**config.mk**
```make
export PLATFORM = sky130hd
export DESIGN_NAME = ordinal_date_unit
export DESIGN_NICKNAME = d
export VERILOG_FILES = /design/src/rtl/odu_pkg.sv /design/src/rtl/ordinal_date_unit.sv
export SDC_FILE = /design/constraint.sdc
export NUM_CORES = 1
export LEC_CHECK = 0
export BUFFER_PORTS_ARGS = -buffer_cell sky130_fd_sc_hd__buf_4
export CORE_MARGIN = 4
export CORE_UTILIZATION = 36
export CTS_CLUSTER_DIAMETER = 200
export CTS_CLUSTER_SIZE = 10
export DETAILED_ROUTE_END_ITERATION = 12
export PLACE_DENSITY = 0.64
export SETUP_SLACK_MARGIN = 0.05
export SLEW_MARGIN = 20
export SYNTH_ARGS = -nofsm -noshare
export SYNTH_HDL_FRONTEND = slang
export SYNTH_SLANG_ARGS = --single-unit
```
**constraint.sdc**
```tcl
create_clock -name clock -period 13.56 [get_ports clock]
set_clock_uncertainty 0.05 [all_clocks]
set_input_delay 1.356 -clock clock [delete_from_list [all_inputs] [get_ports clock]]
set_output_delay 1.356 -clock clock [all_outputs]
set_load 0.05 [all_outputs]
```
**src/rtl/odu_pkg.sv**
```systemverilog
`default_nettype none

package odu_pkg;

   // operation codes carried in the request tuser
   typedef enum logic [2:0] {
      FUNC_MD_TO_DOY = 3'd0,
      FUNC_DOY_TO_MD = 3'd1,
      FUNC_ADD_DAYS  = 3'd2,
      FUNC_SUB_DAYS  = 3'd3,
      FUNC_BETWEEN   = 3'd4
   } func_type;

   // field widths
   localparam int unsigned FUNC_W  = 3;
   localparam int unsigned YEAR_W  = 14;
   localparam int unsigned MONTH_W = 4;
   localparam int unsigned DAY_W   = 5;
   localparam int unsigned DOY_W   = 9;
   localparam int unsigned COUNT_W = 11;

   // request tdata layout, lowest bits first
   localparam int unsigned REQ_YEAR_LSB  = 0;
   localparam int unsigned REQ_MONTH_LSB = REQ_YEAR_LSB + YEAR_W;
   localparam int unsigned REQ_DAY_LSB   = REQ_MONTH_LSB + MONTH_W;
   localparam int unsigned REQ_DOY_LSB   = REQ_DAY_LSB + DAY_W;
   localparam int unsigned REQ_OFFS_LSB  = REQ_DOY_LSB + DOY_W;
   localparam int unsigned REQ_EYEAR_LSB = REQ_OFFS_LSB + DOY_W;
   localparam int unsigned REQ_EDOY_LSB  = REQ_EYEAR_LSB + YEAR_W;
   localparam int unsigned REQ_DATA_W    = 64;

   // response tdata layout, lowest bits first
   localparam int unsigned RSP_YEAR_LSB  = 0;
   localparam int unsigned RSP_DOY_LSB   = RSP_YEAR_LSB + YEAR_W;
   localparam int unsigned RSP_MONTH_LSB = RSP_DOY_LSB + DOY_W;
   localparam int unsigned RSP_DAY_LSB   = RSP_MONTH_LSB + MONTH_W;
   localparam int unsigned RSP_COUNT_LSB = RSP_DAY_LSB + DAY_W;
   localparam int unsigned RSP_USED_W    = RSP_COUNT_LSB + COUNT_W;
   localparam int unsigned RSP_DATA_W    = 48;

   // year lengths and month limits
   localparam logic [9:0] COMMON_YEAR_LEN = 10'd365;
   localparam logic [8:0] LEAP_YEAR_LEN   = 9'd366;
   localparam logic [8:0] JAN_LAST_PLUS   = 9'd32;
   localparam logic [8:0] FEB_END_COMMON  = 9'd60;
   localparam logic [8:0] JAN_DAYS        = 9'd31;
   localparam logic [4:0] FEB_LEAP_DAY    = 5'd29;
   localparam logic [3:0] MONTH_JAN       = 4'd1;
   localparam logic [3:0] MONTH_FEB       = 4'd2;
   localparam logic [3:0] MONTH_MAR       = 4'd3;
   localparam logic [3:0] MONTH_DEC       = 4'd12;

   // divisibility by 25 through the modular inverse of 25 mod 2**14:
   // y*inv mod 2**14 lands at or below 16383/25 exactly for multiples of 25
   localparam logic [YEAR_W-1:0] INV25       = 14'd7209;
   localparam logic [YEAR_W-1:0] DIV25_LIMIT = 14'd655;

   // gregorian leap rule: by 4 and not by 100, or by 400
   function automatic logic is_leap_f(input logic [YEAR_W-1:0] y);
      logic [YEAR_W-1:0] prod;
      logic              div25;
      prod  = y * INV25;
      div25 = (prod <= DIV25_LIMIT);
      return ((y[1:0] == 2'b00) && !div25) || ((y[3:0] == 4'b0000) && div25);
   endfunction

   // days in the year before the first of the given month, 0 for bad months
   function automatic logic [DOY_W-1:0] days_before_f(input logic [MONTH_W-1:0] m);
      logic [DOY_W-1:0] d;
      unique case (m)
         4'd1:    d = 9'd0;
         4'd2:    d = 9'd31;
         4'd3:    d = 9'd59;
         4'd4:    d = 9'd90;
         4'd5:    d = 9'd120;
         4'd6:    d = 9'd151;
         4'd7:    d = 9'd181;
         4'd8:    d = 9'd212;
         4'd9:    d = 9'd243;
         4'd10:   d = 9'd273;
         4'd11:   d = 9'd304;
         4'd12:   d = 9'd334;
         default: d = 9'd0;
      endcase
      return d;
   endfunction

endpackage

`default_nettype wire

```
**src/rtl/ordinal_date_unit.sv**
```systemverilog
// Gregorian day-of-year arithmetic on a request/response stream.
// Requests enter on req_tvalid/req_tready with the operation code on req_tuser
// (0 month/day to day-of-year, 1 day-of-year to month/day, 2 add days,
// 3 subtract days, 4 inclusive days between) and the date fields on req_tdata.
// Each request yields exactly one response on rsp_tvalid/rsp_tready, with the
// error flag on rsp_tuser and the results on rsp_tdata.
// An accepted request is held in the input register and passes from there
// through one pass of leap test, month table and add/compare logic into the
// response register, which drives rsp_tvalid. Throughput is one request per
// cycle while the receiver does not stall; the leap test multiplies this year
// and the year before each by the inverse of 25 in 14 bits.
// When the receiver stalls, the response holds and one more request can wait
// in the input register; req_tready drops only when both are full.
// Reset (synchronous, active high) empties both registers; any request in
// flight is dropped. There is no configuration and no other state.
`default_nettype none

module ordinal_date_unit (
   input  wire logic                             clock,
   input  wire logic                             reset,
   // request channel
   input  wire logic                             req_tvalid,
   output      logic                             req_tready,
   // year[13:0], month[17:14], day[22:18], day_of_year[31:23],
   // offset_days[40:32], stop_year[54:41], end_day_of_year[63:55]
   input  wire logic [odu_pkg::REQ_DATA_W-1:0]   req_tdata,
   // func[2:0]
   input  wire logic [odu_pkg::FUNC_W-1:0]       req_tuser,
   // response channel
   output      logic                             rsp_tvalid,
   input  wire logic                             rsp_tready,
   // result_year[13:0], result_day_of_year[22:14], result_month[26:23],
   // result_day[31:27], day_count[42:32], zero[47:43]
   output      logic [odu_pkg::RSP_DATA_W-1:0]   rsp_tdata,
   // error[0]
   output      logic                             rsp_tuser
);
   import odu_pkg::*;

   // input register
   logic                  s1_valid_ff, s1_valid_in;
   logic [REQ_DATA_W-1:0] s1_data_ff;
   logic [FUNC_W-1:0]     s1_func_ff;

   // response register
   logic                  rsp_valid_ff, rsp_valid_in;
   logic [RSP_DATA_W-1:0] rsp_data_ff, rsp_data_in;
   logic                  rsp_err_ff, rsp_err_in;

   logic req_fire;
   logic rsp_load;

   // handshake and register enables
   assign rsp_load   = s1_valid_ff && (!rsp_valid_ff || rsp_tready);
   assign req_tready = !s1_valid_ff || rsp_load;
   assign req_fire   = req_tvalid && req_tready;

   always_comb begin
      if (req_fire) begin
         s1_valid_in = 1'b1;
      end else if (rsp_load) begin
         s1_valid_in = 1'b0;
      end else begin
         s1_valid_in = s1_valid_ff;
      end
      if (rsp_load) begin
         rsp_valid_in = 1'b1;
      end else if (rsp_tready) begin
         rsp_valid_in = 1'b0;
      end else begin
         rsp_valid_in = rsp_valid_ff;
      end
   end

   // request field unpack
   logic [YEAR_W-1:0]  f_year, f_eyear;
   logic [MONTH_W-1:0] f_month;
   logic [DAY_W-1:0]   f_day;
   logic [DOY_W-1:0]   f_doy, f_offs, f_edoy;

   assign f_year  = s1_data_ff[REQ_YEAR_LSB  +: YEAR_W];
   assign f_month = s1_data_ff[REQ_MONTH_LSB +: MONTH_W];
   assign f_day   = s1_data_ff[REQ_DAY_LSB   +: DAY_W];
   assign f_doy   = s1_data_ff[REQ_DOY_LSB   +: DOY_W];
   assign f_offs  = s1_data_ff[REQ_OFFS_LSB  +: DOY_W];
   assign f_eyear = s1_data_ff[REQ_EYEAR_LSB +: YEAR_W];
   assign f_edoy  = s1_data_ff[REQ_EDOY_LSB  +: DOY_W];

   // leap flags of this year and the year before
   logic              leap, prev_leap;
   logic [YEAR_W-1:0] year_dec, year_inc;

   assign year_dec  = f_year - YEAR_W'(1);
   assign year_inc  = f_year + YEAR_W'(1);
   assign leap      = is_leap_f(f_year);
   assign prev_leap = (f_year == '0) ? 1'b0 : is_leap_f(year_dec);

   // month search for day-of-year to month/day: thresholds rise, so the
   // number of month ends below the day picks the month
   logic [MONTH_W-1:0] late_month;
   logic [DOY_W-1:0]   late_day;

   always_comb begin
      logic [MONTH_W-1:0] passed;
      passed = '0;
      for (int k = 3; k <= 12; k++) begin
         if ({1'b0, f_doy} > ({1'b0, days_before_f(MONTH_W'(k))} + 10'(leap))) begin
            passed = passed + MONTH_W'(1);
         end
      end
      late_month = MONTH_FEB + passed;
      late_day   = f_doy - days_before_f(late_month) - DOY_W'(leap);
   end

   // operation datapath
   logic [YEAR_W-1:0]  r_year;
   logic [DOY_W-1:0]   r_doy;
   logic [MONTH_W-1:0] r_month;
   logic [DAY_W-1:0]   r_day;
   logic [COUNT_W-1:0] r_count;
   logic               r_err;

   always_comb begin
      logic [9:0]         sum;
      logic [9:0]         len;
      logic [10:0]        diff;
      logic               doy_bad;
      r_year  = f_year;
      r_doy   = '0;
      r_month = '0;
      r_day   = '0;
      r_count = '0;
      r_err   = 1'b0;
      len     = COMMON_YEAR_LEN + 10'(leap);
      sum     = 10'(f_doy) + 10'(f_offs);
      diff    = 11'(f_doy) - 11'(f_offs);
      doy_bad = (f_doy > LEAP_YEAR_LEN);
      unique case (s1_func_ff)
         FUNC_MD_TO_DOY: begin
            if (f_month >= MONTH_JAN && f_month <= MONTH_DEC) begin
               r_doy = DOY_W'(f_day) + days_before_f(f_month)
                       + DOY_W'(leap && (f_month >= MONTH_MAR));
            end else begin
               r_err = 1'b1;
            end
         end
         FUNC_DOY_TO_MD: begin
            priority if (doy_bad || (f_doy == LEAP_YEAR_LEN && !leap)) begin
               r_err = 1'b1;
            end else if (f_doy < JAN_LAST_PLUS) begin
               r_month = MONTH_JAN;
               r_day   = f_doy[DAY_W-1:0];
            end else if (f_doy < FEB_END_COMMON) begin
               r_month = MONTH_FEB;
               r_day   = DAY_W'(f_doy - JAN_DAYS);
            end else if (leap && f_doy == FEB_END_COMMON) begin
               r_month = MONTH_FEB;
               r_day   = FEB_LEAP_DAY;
            end else begin
               r_month = late_month;
               r_day   = late_day[DAY_W-1:0];
            end
         end
         FUNC_ADD_DAYS: begin
            r_err = doy_bad;
            if (sum > len) begin
               r_doy  = DOY_W'(sum - len);
               r_year = year_inc;
            end else begin
               r_doy = sum[DOY_W-1:0];
            end
         end
         FUNC_SUB_DAYS: begin
            r_err = doy_bad;
            if (diff[10] || diff == '0) begin
               r_doy  = DOY_W'(diff + 11'(COMMON_YEAR_LEN) + 11'(prev_leap));
               r_year = year_dec;
            end else begin
               r_doy = diff[DOY_W-1:0];
            end
         end
         FUNC_BETWEEN: begin
            r_err = doy_bad || (f_edoy > LEAP_YEAR_LEN);
            if (f_year == f_eyear) begin
               r_count = 11'(f_edoy) - 11'(f_doy) + 11'd1;
            end else begin
               r_count = 11'(len) - 11'(f_doy) + 11'd1 + 11'(f_edoy);
            end
         end
         default: begin
            r_err = 1'b1;
         end
      endcase
   end

   // response pack
   always_comb begin
      rsp_data_in = '0;
      rsp_data_in[RSP_YEAR_LSB  +: YEAR_W]  = r_year;
      rsp_data_in[RSP_DOY_LSB   +: DOY_W]   = r_doy;
      rsp_data_in[RSP_MONTH_LSB +: MONTH_W] = r_month;
      rsp_data_in[RSP_DAY_LSB   +: DAY_W]   = r_day;
      rsp_data_in[RSP_COUNT_LSB +: COUNT_W] = r_count;
      rsp_err_in = r_err;
   end

   // control registers
   always_ff @(posedge clock) begin
      if (reset) begin
         s1_valid_ff  <= 1'b0;
         rsp_valid_ff <= 1'b0;
      end else begin
         s1_valid_ff  <= s1_valid_in;
         rsp_valid_ff <= rsp_valid_in;
      end
   end

   // payload registers
   always_ff @(posedge clock) begin
      if (req_fire) begin
         s1_data_ff <= req_tdata;
         s1_func_ff <= req_tuser;
      end
      if (rsp_load) begin
         rsp_data_ff <= rsp_data_in;
         rsp_err_ff  <= rsp_err_in;
      end
   end

   assign rsp_tvalid = rsp_valid_ff;
   assign rsp_tdata  = rsp_data_ff;
   assign rsp_tuser  = rsp_err_ff;

   // a full input register behind a stalled response blocks new requests
   a_block_when_full: assert property (@(posedge clock) disable iff (reset)
      (s1_valid_ff && rsp_valid_ff && !rsp_tready) |-> !req_tready)
      else $error("request taken while both registers are full");

   // a waiting request always lands in the response register
   a_load_lands: assert property (@(posedge clock) disable iff (reset)
      rsp_load |=> rsp_valid_ff)
      else $error("loaded response not valid");

   // month/day results never share a response with day-of-year or count
   a_month_alone: assert property (@(posedge clock) disable iff (reset)
      (rsp_valid_ff && rsp_data_ff[RSP_MONTH_LSB +: MONTH_W] != '0) |->
      (rsp_data_ff[RSP_DOY_LSB +: DOY_W] == '0 &&
       rsp_data_ff[RSP_COUNT_LSB +: COUNT_W] == '0))
      else $error("month result mixed with other results");

   // month result stays within the calendar
   a_month_range: assert property (@(posedge clock) disable iff (reset)
      rsp_valid_ff |-> (rsp_data_ff[RSP_MONTH_LSB +: MONTH_W] <= MONTH_DEC))
      else $error("month result out of range");

   // padding bits above the used fields stay zero
   a_pad_zero: assert property (@(posedge clock) disable iff (reset)
      rsp_valid_ff |-> (rsp_data_ff[RSP_DATA_W-1:RSP_USED_W] == '0))
      else $error("response padding not zero");

endmodule

`default_nettype wire

```
==> results of run 1 <==
==> worst max-delay path: cells and delay by family (launching register included) <==
family                   cells  cell delay, ns
AND/OR/NAND/NOR              7            1.16
adder cells (fa/ha/maj)     16            5.48
flip-flops                   1            0.41
buffers and inverters        6            0.56
AO/OA/AOI/OAI               12            2.46
multiplexers                 5            1.44
XOR/XNOR                     5            1.11
==> registers in the layout (all words and copies together) (netlist names), named ones only <==
name         cells
s1_func_ff       3
rsp_tvalid       1
rsp_tdata       43
s1_valid_ff      1
rsp_tuser        1
s1_data_ff      64
==> metrics by stage <==
stage                     instance area, sq um  setup slack, ns  hold WS (ns)
after global routing                     13600           0.0464         0.508
final                                    13600            0.709         0.473
after floorplan                          11700             1.60         0.428
after CTS                                13500            0.484         0.475
after global placement                   12900            0.890         0.464
after detailed placement                 12900            0.499         0.461
==> cells by family (layout without fill, tap and decap cells) <==
| kind of cell | count (synthesis) | count (layout) | synth area share, % |
|---|---|---|---|
| XOR/XNOR | 143 | 143 | 11.7 |
| AND/OR/NAND/NOR | 296 | 296 | 12.1 |
| flip-flops | 122 | 122 | 30.5 |
| AO/OA/AOI/OAI | 250 | 250 | 14.3 |
| other | 1 | 5 | 0.0322 |
| buffers and inverters | 197 | 316 | 6.72 |
| adder cells (fa/ha/maj) | 191 | 191 | 22.4 |
| multiplexers | 24 | 24 | 2.21 |
==> final cells by class <==
| cell class | count | area (sq um) | area share, % |
|---|---|---|---|
| Clock inverter | 14 | 146 | 1.08 |
| Inverter | 153 | 577 | 4.25 |
| Tap cell | 402 | 503 | 3.71 |
| Clock buffer | 17 | 425 | 3.14 |
| Multi-Input combinational cell | 909 | 7360 | 54.3 |
| Sequential cell | 122 | 3550 | 26.2 |
| Timing Repair Buffer | 132 | 991 | 7.31 |
==> power by group <==
group / switching, uW / internal, uW
Sequential: 25.7 / 444
Clock: 176 / 269
Combinational: 679 / 562
Total: 880 / 1280
==> cells in the final DEF, fill, tap and decap left out, drive strengths merged, types with 10 or more instances in the layout <==
cell type / n
nor2: 81
edfxtp: 111
o21ai: 51
a21o: 17
fa: 30
nor2b: 14
nor4: 10
o31ai: 12
ha: 161
a211oi: 10
dfxtp: 11
inv: 156
a21oi: 69
nand2b: 11
buf: 132
nor3: 36
nand3: 21
nand2: 80
a31oi: 10
xor2: 48
xnor2: 91
clkbuf: 17
mux2i: 16
==> path summary, 6_finish.rpt <==
kind,end,from,slack [ns]
worst min-delay path,rsp_tvalid,s1_valid_ff,0.47
worst min register to register,rsp_tvalid,s1_valid_ff,0.47
worst max register to register,rsp_tdata[31],s1_data_ff[0],0.71
worst max-delay path,rsp_tdata[31],s1_data_ff[0],0.71
==> repair_timing <==
item	4_1_cts	5_1_grt
endpoints found under the setup margin	0	1
resized for setup	0	4
setup buffers	0	7
==> layer usage <==
metal  GRT usage [%]  part of all wire (%)  vias up
met5               0                     0        -
met4            5.65                   2.4        0
met1            21.8                    46     4324
met3            2.72                   4.8       47
met2            28.4                    47      275
li1                -                     -     4501
==> flow_metrics.py, run 1 <==
metrics = {
    "route": {
        "drtIter0Drc": 590,
        "drt_wl_total_microns": 29400,
        "ant_nets": 0,
        "vias": 9147,
        "vias_per_cell": 5.23,
        "wl_per_cell_microns": 16.8,
        "dr.pass1.iters": 5,
        "drc_errors": 0,
    },
    "sta": {
        "period_minus_slack_ns": 12.85,
        "timing.final.hold_violations": 0,
        "tns_ns": 0,
        "fmax_mhz": 77.8,
        "fin_crit_sh_pct": 94.8,
        "slew_headroom_pct": 26.1,
        "setup_viol": 0,
        "slew_viol_final": 0,
        "tightest_slew_ns": 1.10,
        "rsz0062_at_grt": "no",
    },
    "global_routing": {
        "grt_max_degree": 45,
        "grt_pass1_vias": 9025,
        "overflow": 0,
        "grt_pass1_wl_microns": 47500,
        "grt_antenna_before_repair": 0,
        "track_usage_pct": 16.7,
    },
    "layout": {
        "nNetsFinal": 1597,
        "diodes": 0,
        "fill_cells": 3070,
        "final_core_util_pct": 42.7,
        "final_cells": 1749,
        "area_growth_pct": 16.4,
        "layout-drive-gt1-share_pct": 14.6,
    },
    "placement": {
        "place_congestion": 0.900,
        "dp_hpwl_microns": 22900,
        "port_buffers": 116,
        "placed_cells": 1711,
    },
    "die": {
        "die_h_microns": 188,
        "start_util_pct": 36.7,
        "die_area_sq_mm": 0.0353,
        "io_pins": 122,
        "rows": 65,
        "core_sq_mm": 0.0317,
        "die_w_microns": 188,
    },
    "min_path": {
        "hold_path.class": "reg2reg",
        "hold_depth": 2,
    },
    "clock_network": {
        "clock_tree.root_cell": "clkbuf_16",
        "hold_buffers": 0,
        "numClockSinks": 122,
        "h-tree-depth": 4,
        "clock_path_buffers": 2,
        "cts_buffers": 17,
        "path_clk_slew_ns": 0.07,
        "worstSkewPairLatency_ns": 0.43,
        "cts_tree": "done",
    },
    "critical_path": {
        "start_kind": "flop",
        "cpMostUsedCell": "ha_1",
        "criticalPathCategory": "reg2reg",
        "cpPeakStageDelay_ns": 0.55,
        "arrival_ns": 13.06,
        "endpoint_kind": "flop",
        "critPathRequiredTime_ns": 13.77,
        "slowest_stage": "fa_1",
        "reg2reg_depth": 51,
        "crit_fanout": 12,
    },
    "yosys": {
        "synth_cells": 1224,
        "synth_edf_count": 111,
        "ys_top_cells_by_area": "edfxtp_1 (29%), ha_1 (17%), xnor2_1 (6.6%), fa_1 (5.2%), inv_1 (4.9%)",
        "seq_area_frac_synth_pct": 30.5,
        "synth_cell_types": 79,
        "yosysTopAreaCell": "edfxtp_1",
        "syn_area_sq_mm": 0.0117,
        "synthArstFlopShare_pct": 0,
        "ys_top_cells_by_count": "ha_1 (161), inv_1 (152), edfxtp_1 (111)",
        "synth.top_cell.area_share_pct": 28.6,
        "yosys_warnings": 0,
        "synth-seq-cells": 122,
        "synth.most_common_cell": "ha_1",
        "synthFlopType": "edfxtp_1",
        "synth_area_per_cell_sq_um": 9.52,
    },
    "run_status": {
        "outcome": "finished clean",
    },
    "pwr": {
        "p_per_area_mw_per_mm2": 159,
        "p_leak_uw": 0.00595,
        "total_power_uw": 2160,
        "ir_worst_vdd_uv": 134,
    },
    "job": {
        "cap_viol_max_count": 0,
    },
}
(Power assumes the default switching activity.)
==> run 2, diff against run 1 <==
Settings changed: REMOVE_ABC_BUFFERS set to 1.
==> run 2 against run 1 <==
  * Sequential power hardly changed
  * Critical path type unchanged
  * Non-clock buffer count increased by 8
  * Setup slack got worse by 0.060 ns
  * Sequential share of layout area fell by 0.089 points
  * Highest routed layer unchanged
  * Global-route usage is 0.36 points higher
==> flow_metrics.py, run 2 (synthesized netlist as in run 1, its figures left out) <==
metrics = {
    "sta": {
        "hold_slack_ns": 0.467,
        "setup_slack_ns": 0.649,
        "timing.final.hold_violations": 0,
        "fin_crit_sh_pct": 95.2,
        "fmax_mhz": 77.5,
        "period_minus_slack_ns": 12.91,
        "slew_headroom_pct": 37.1,
        "tightest_slew_ns": 0.944,
        "setup_viol": 0,
        "rsz0062_at_grt": "no",
        "slew_viol_final": 0,
        "tns_ns": 0,
    },
    "route": {
        "dr.pass1.iters": 5,
        "vias_per_cell": 5.24,
        "drt_wl_total_microns": 29900,
        "ant_nets": 0,
        "drtIter0Drc": 621,
        "wl_per_cell_microns": 17.0,
        "drc_errors": 0,
        "vias": 9217,
    },
    "global_routing": {
        "grt_pass1_wl_microns": 48300,
        "busiest_layer": "met2",
        "track_usage_pct": 17.1,
        "grt_pass1_vias": 9320,
        "grtUsageMet2_pct": 27.8,
        "globalRouteMet1Util_pct": 22.5,
        "overflow": 0,
        "grt_antenna_before_repair": 0,
        "grt_max_degree": 68,
        "met3_usage_pct": 3.46,
    },
    "die": {
        "start_util_pct": 36.7,
        "die_h_microns": 188,
        "core_sq_mm": 0.0317,
        "die_w_microns": 188,
        "io_pins": 122,
        "rows": 65,
        "die_area_sq_mm": 0.0353,
    },
    "critical_path": {
        "cpPeakStageDelay_ns": 0.55,
        "endpoint_kind": "flop",
        "arrival_ns": 13.14,
        "criticalPathCategory": "reg2reg",
        "crit_family": "adder cells",
        "cpMostUsedCell": "ha_1",
        "reg2reg_depth": 51,
        "r2r-start": "s1_data_ff[0]",
        "critPathRequiredTime_ns": 13.79,
        "slowest_stage": "fa_1",
        "cp_num_buf_inv": 6,
        "r2r_slack_ns": 0.65,
        "worstReg2RegEnd": "rsp_tdata[31]",
        "start_kind": "flop",
        "cp.depth": 51,
        "crit_fanout": 12,
    },
    "layout": {
        "final_cells": 1758,
        "final_core_util_pct": 42.9,
        "nNetsFinal": 1605,
        "final_common_cell": "ha_1",
        "layout_common_cells": "ha_1 (160), inv_1 (151), buf_4 (140)",
        "top_register": "s1_data_ff",
        "layout-drive-gt1-share_pct": 15.2,
        "largest_register_ff_count": 64,
        "diodes": 0,
        "area_growth_pct": 16.8,
    },
    "clock_network": {
        "cts_buffers": 17,
        "path_clk_slew_ns": 0.06,
        "h-tree-depth": 4,
        "numClockSinks": 122,
        "clock_tree.root_cell": "clkbuf_16",
        "cts_tree": "done",
        "clock_path_buffers": 2,
        "worstSkewPairLatency_ns": 0.44,
    },
    "pwr": {
        "p_per_area_mw_per_mm2": 158,
        "p_leak_uw": 0.00597,
        "ir_worst_vdd_uv": 143,
    },
    "placement": {
        "pre_cts_ws_ns": 0.347,
        "placed_cells": 1712,
        "place_congestion": 0.903,
        "port_buffers": 116,
        "dp_hpwl_microns": 23000,
    },
    "min_path": {
        "hold_end": "rsp_tvalid",
        "min_from": "s1_valid_ff",
        "hold_depth": 2,
        "hold_path.class": "reg2reg",
    },
    "job": {
        "cap_viol_max_count": 0,
    },
    "run_status": {
        "outcome": "finished clean",
    },
}
## run 2: through the flow
step	instance area [sq um]	total power (uW)
after floorplan	11500	1450
after global placement	12900	1670
after detailed placement	12900	1700
after CTS	13500	2160
after global routing	13600	2340
final	13600	2150
## run 2: worst max-delay path by stage
stage,end,startpoint
6_report,rsp_tdata[31],s1_data_ff[0]
2_1_floorplan,rsp_tdata[31],s1_data_ff[0]
5_1_grt,rsp_tdata[31],s1_data_ff[0]
3_3_place_gp,rsp_tdata[31],s1_data_ff[0]
3_5_place_dp,rsp_tdata[31],s1_data_ff[0]
4_1_cts,rsp_tdata[31],s1_data_ff[0]
## run 2: per-layer routing
metal	part of all wire, %	wire length, microns
met2	46	13600
met4	2.6	790
met1	45	13500
met5	0	0
met3	6.6	1980
## run 2: cell type report
cell class | count | area (sq um)
Timing Repair Buffer | 140 | 1050
Multi-Input combinational cell | 909 | 7350
Fill cell | 3073 | 18100
Tap cell | 402 | 503
Inverter | 153 | 577
Sequential cell | 122 | 3550
Clock buffer | 17 | 425
Clock inverter | 15 | 143
## run 2: power by group
part / internal, uW / switching [uW] / leakage (uW)
clock network: 255 / 186 / 0.000264
logic: 560 / 682 / 0.00455
registers: 445 / 26.0 / 0.00115
total: 1260 / 893 / 0.00597
## run 2: timing repair
item	CTS	global route
endpoints found under the hold margin	0	0
setup buffers	0	14
endpoints found under the setup margin	0	3
resized for setup	0	5
hold buffers	0	0
## run 2: tightest hold or removal path: stages (launching register included)
cell and delay (ns):
dfxtp_1 0.33, nor2_1 0.10, nor2_1 0.04
==> run 3, diff against run 2 <==
Settings changed: CORE_UTILIZATION 36 to 60, PLACE_DENSITY 0.64 to 0.92.
==> run 3 against run 2 <==
  * First-iteration DRC count rose by 75%
  * Setup slack better by 0.046 ns
  * Via count grew 5.9%
  * Critical endpoint unchanged
  * Largest cell class unchanged
  * Largest power group unchanged
==> flow_metrics.py, run 3 (synthesized netlist as in run 1, its figures left out) <==
metrics = {
    "sta": {
        "timing.final.hold_violations": 0,
        "tns_ns": 0,
        "setup_slack_ns": 0.695,
        "fin_crit_sh_pct": 94.9,
        "slew_headroom_pct": 36.6,
        "fmax_mhz": 77.7,
        "slew_viol_final": 0,
        "period_minus_slack_ns": 12.86,
        "tightest_slew_ns": 0.948,
        "rsz0062_at_grt": "no",
        "setup_viol": 0,
    },
    "critical_path": {
        "cpPeakStageDelay_ns": 0.55,
        "endpoint_kind": "flop",
        "start_kind": "flop",
        "crit_fanout": 12,
        "arrival_ns": 13.09,
        "slowest_stage": "fa_1",
        "criticalPathCategory": "reg2reg",
        "critPathRequiredTime_ns": 13.78,
        "cpMostUsedCell": "ha_1",
    },
    "route": {
        "drt_wl_total_microns": 30300,
        "drtIter0Drc": 1086,
        "vias": 9759,
        "drc_errors": 0,
        "vias_per_cell": 6.06,
        "dr.pass1.iters": 9,
        "ant_nets": 0,
        "wl_per_cell_microns": 18.8,
    },
    "clock_network": {
        "path_clk_slew_ns": 0.07,
        "numClockSinks": 122,
        "worstSkewPairLatency_ns": 0.44,
        "clock_path_buffers": 2,
        "h-tree-depth": 4,
        "hold_buffers": 0,
        "cts_tree": "done",
        "clock_tree.root_cell": "clkbuf_16",
        "cts_buffers": 17,
    },
    "pwr": {
        "p_leak_uw": 0.00596,
        "ir_worst_vdd_uv": 160,
        "clock_power_share_pct": 20.9,
        "p_sw_share_pct": 42.2,
        "seq_power_share_pct": 21.5,
        "switchingPower_uw": 923,
        "internal-power_uw": 1260,
        "p_per_area_mw_per_mm2": 163,
        "pwr-share-comb_pct": 57.6,
    },
    "global_routing": {
        "grt_max_degree": 41,
        "grt_pass1_vias": 9813,
        "grt_pass1_wl_microns": 48700,
        "overflow": 0,
        "track_usage_pct": 28.0,
        "grt_antenna_before_repair": 0,
    },
    "die": {
        "core_sq_mm": 0.0189,
        "die_h_microns": 147,
        "start_util_pct": 61.7,
        "rows": 50,
        "io_pins": 122,
        "die_area_sq_mm": 0.0217,
        "die_w_microns": 147,
    },
    "layout": {
        "nNetsFinal": 1600,
        "largest_register_ff_count": 64,
        "diodes": 0,
        "layout-drive-gt1-share_pct": 14.9,
        "final_common_cell": "ha_1",
        "fill_cells": 1344,
        "top_register": "s1_data_ff",
        "layout_common_cells": "ha_1 (160), inv_1 (151), buf_4 (135)",
        "area_growth_pct": 15.1,
    },
    "placement": {
        "pre_cts_ws_ns": 0.391,
        "place_congestion": 0.947,
        "dp_hpwl_microns": 22100,
        "port_buffers": 116,
    },
    "run_status": {
        "outcome": "finished clean",
    },
    "job": {
        "cap_viol_max_count": 0,
    },
    "min_path": {
        "hold_path.class": "reg2reg",
    },
}
run 3: cell count changes in the layout (fill, tap and decap cells not counted), sizes merged:
cell      previous run  this run
inv                159       161
clkinvlp             5         2
buf                140       135
clkinv               3         4
run 3: what timing repair did:
| item | CTS | global route |
|---|---|---|
| setup endpoints to repair | 0 | 4 |
| resized for setup | 0 | 5 |
| buffers inserted | 0 | 11 |
run 3: power groups by stage:
stage | Combinational (uW) | Clock, uW | Sequential [uW]
floorplan | 944 | 0 | 507
global placement | 1170 | 0 | 477
detailed placement | 1210 | 0 | 477
CTS | 1230 | 459 | 470
global route | 1390 | 478 | 473
finish | 1260 | 457 | 470
run 3: path summary, 6_finish.rpt:
| path | startpoint | to | slack [ns] | depth (start not counted) |
|---|---|---|---|---|
| max | s1_data_ff[0] | rsp_tdata[31] | 0.70 | 52 |
| min | s1_valid_ff | rsp_tvalid | 0.48 | 2 |
| min reg2reg | s1_valid_ff | rsp_tvalid | 0.48 | 2 |
| max reg2reg | s1_data_ff[0] | rsp_tdata[31] | 0.70 | 52 |
run 3: final cells by class:
type,instances,area [sq um],area share [%]
multi-input cells,909,7360,54.9
flip-flops and latches,122,3550,26.5
repair buffers,135,1010,7.56
inverters,153,577,4.30
clock buffers,17,425,3.17
well taps,260,325,2.43
clock inverters,15,153,1.14
run 3: worst max-delay path, delay by kind of cell (launching register included):
family | cells | cell delay [ns]
fa+ha+maj | 16 | 5.26
compound gates | 12 | 2.41
mux | 5 | 1.46
simple gates | 7 | 1.19
xor+xnor | 5 | 1.14
buf+inv | 7 | 0.75
flops | 1 | 0.45
run 3: metrics by stage:
stage	hold WS (ns)	instances	utilization (%)	cell area [sq um]	total power [uW]
after floorplan	0.428	1184	-	11500	1450
after global routing	0.501	1611	71.0	13400	2340
after CTS	0.481	1600	70.4	13300	2160
final	0.477	1611	71.0	13400	2190
after detailed placement	0.471	1568	67.4	12700	1690
after global placement	0.457	1568	67.4	12700	1640
run 3: metal layers:
metal,global-route usage (%),wire [microns],vias up
met1,35.2,11800,4555
met4,9.69,925,0
li1,-,-,4503
met3,6.63,3030,107
met5,0,0,-
met2,47.4,14600,594
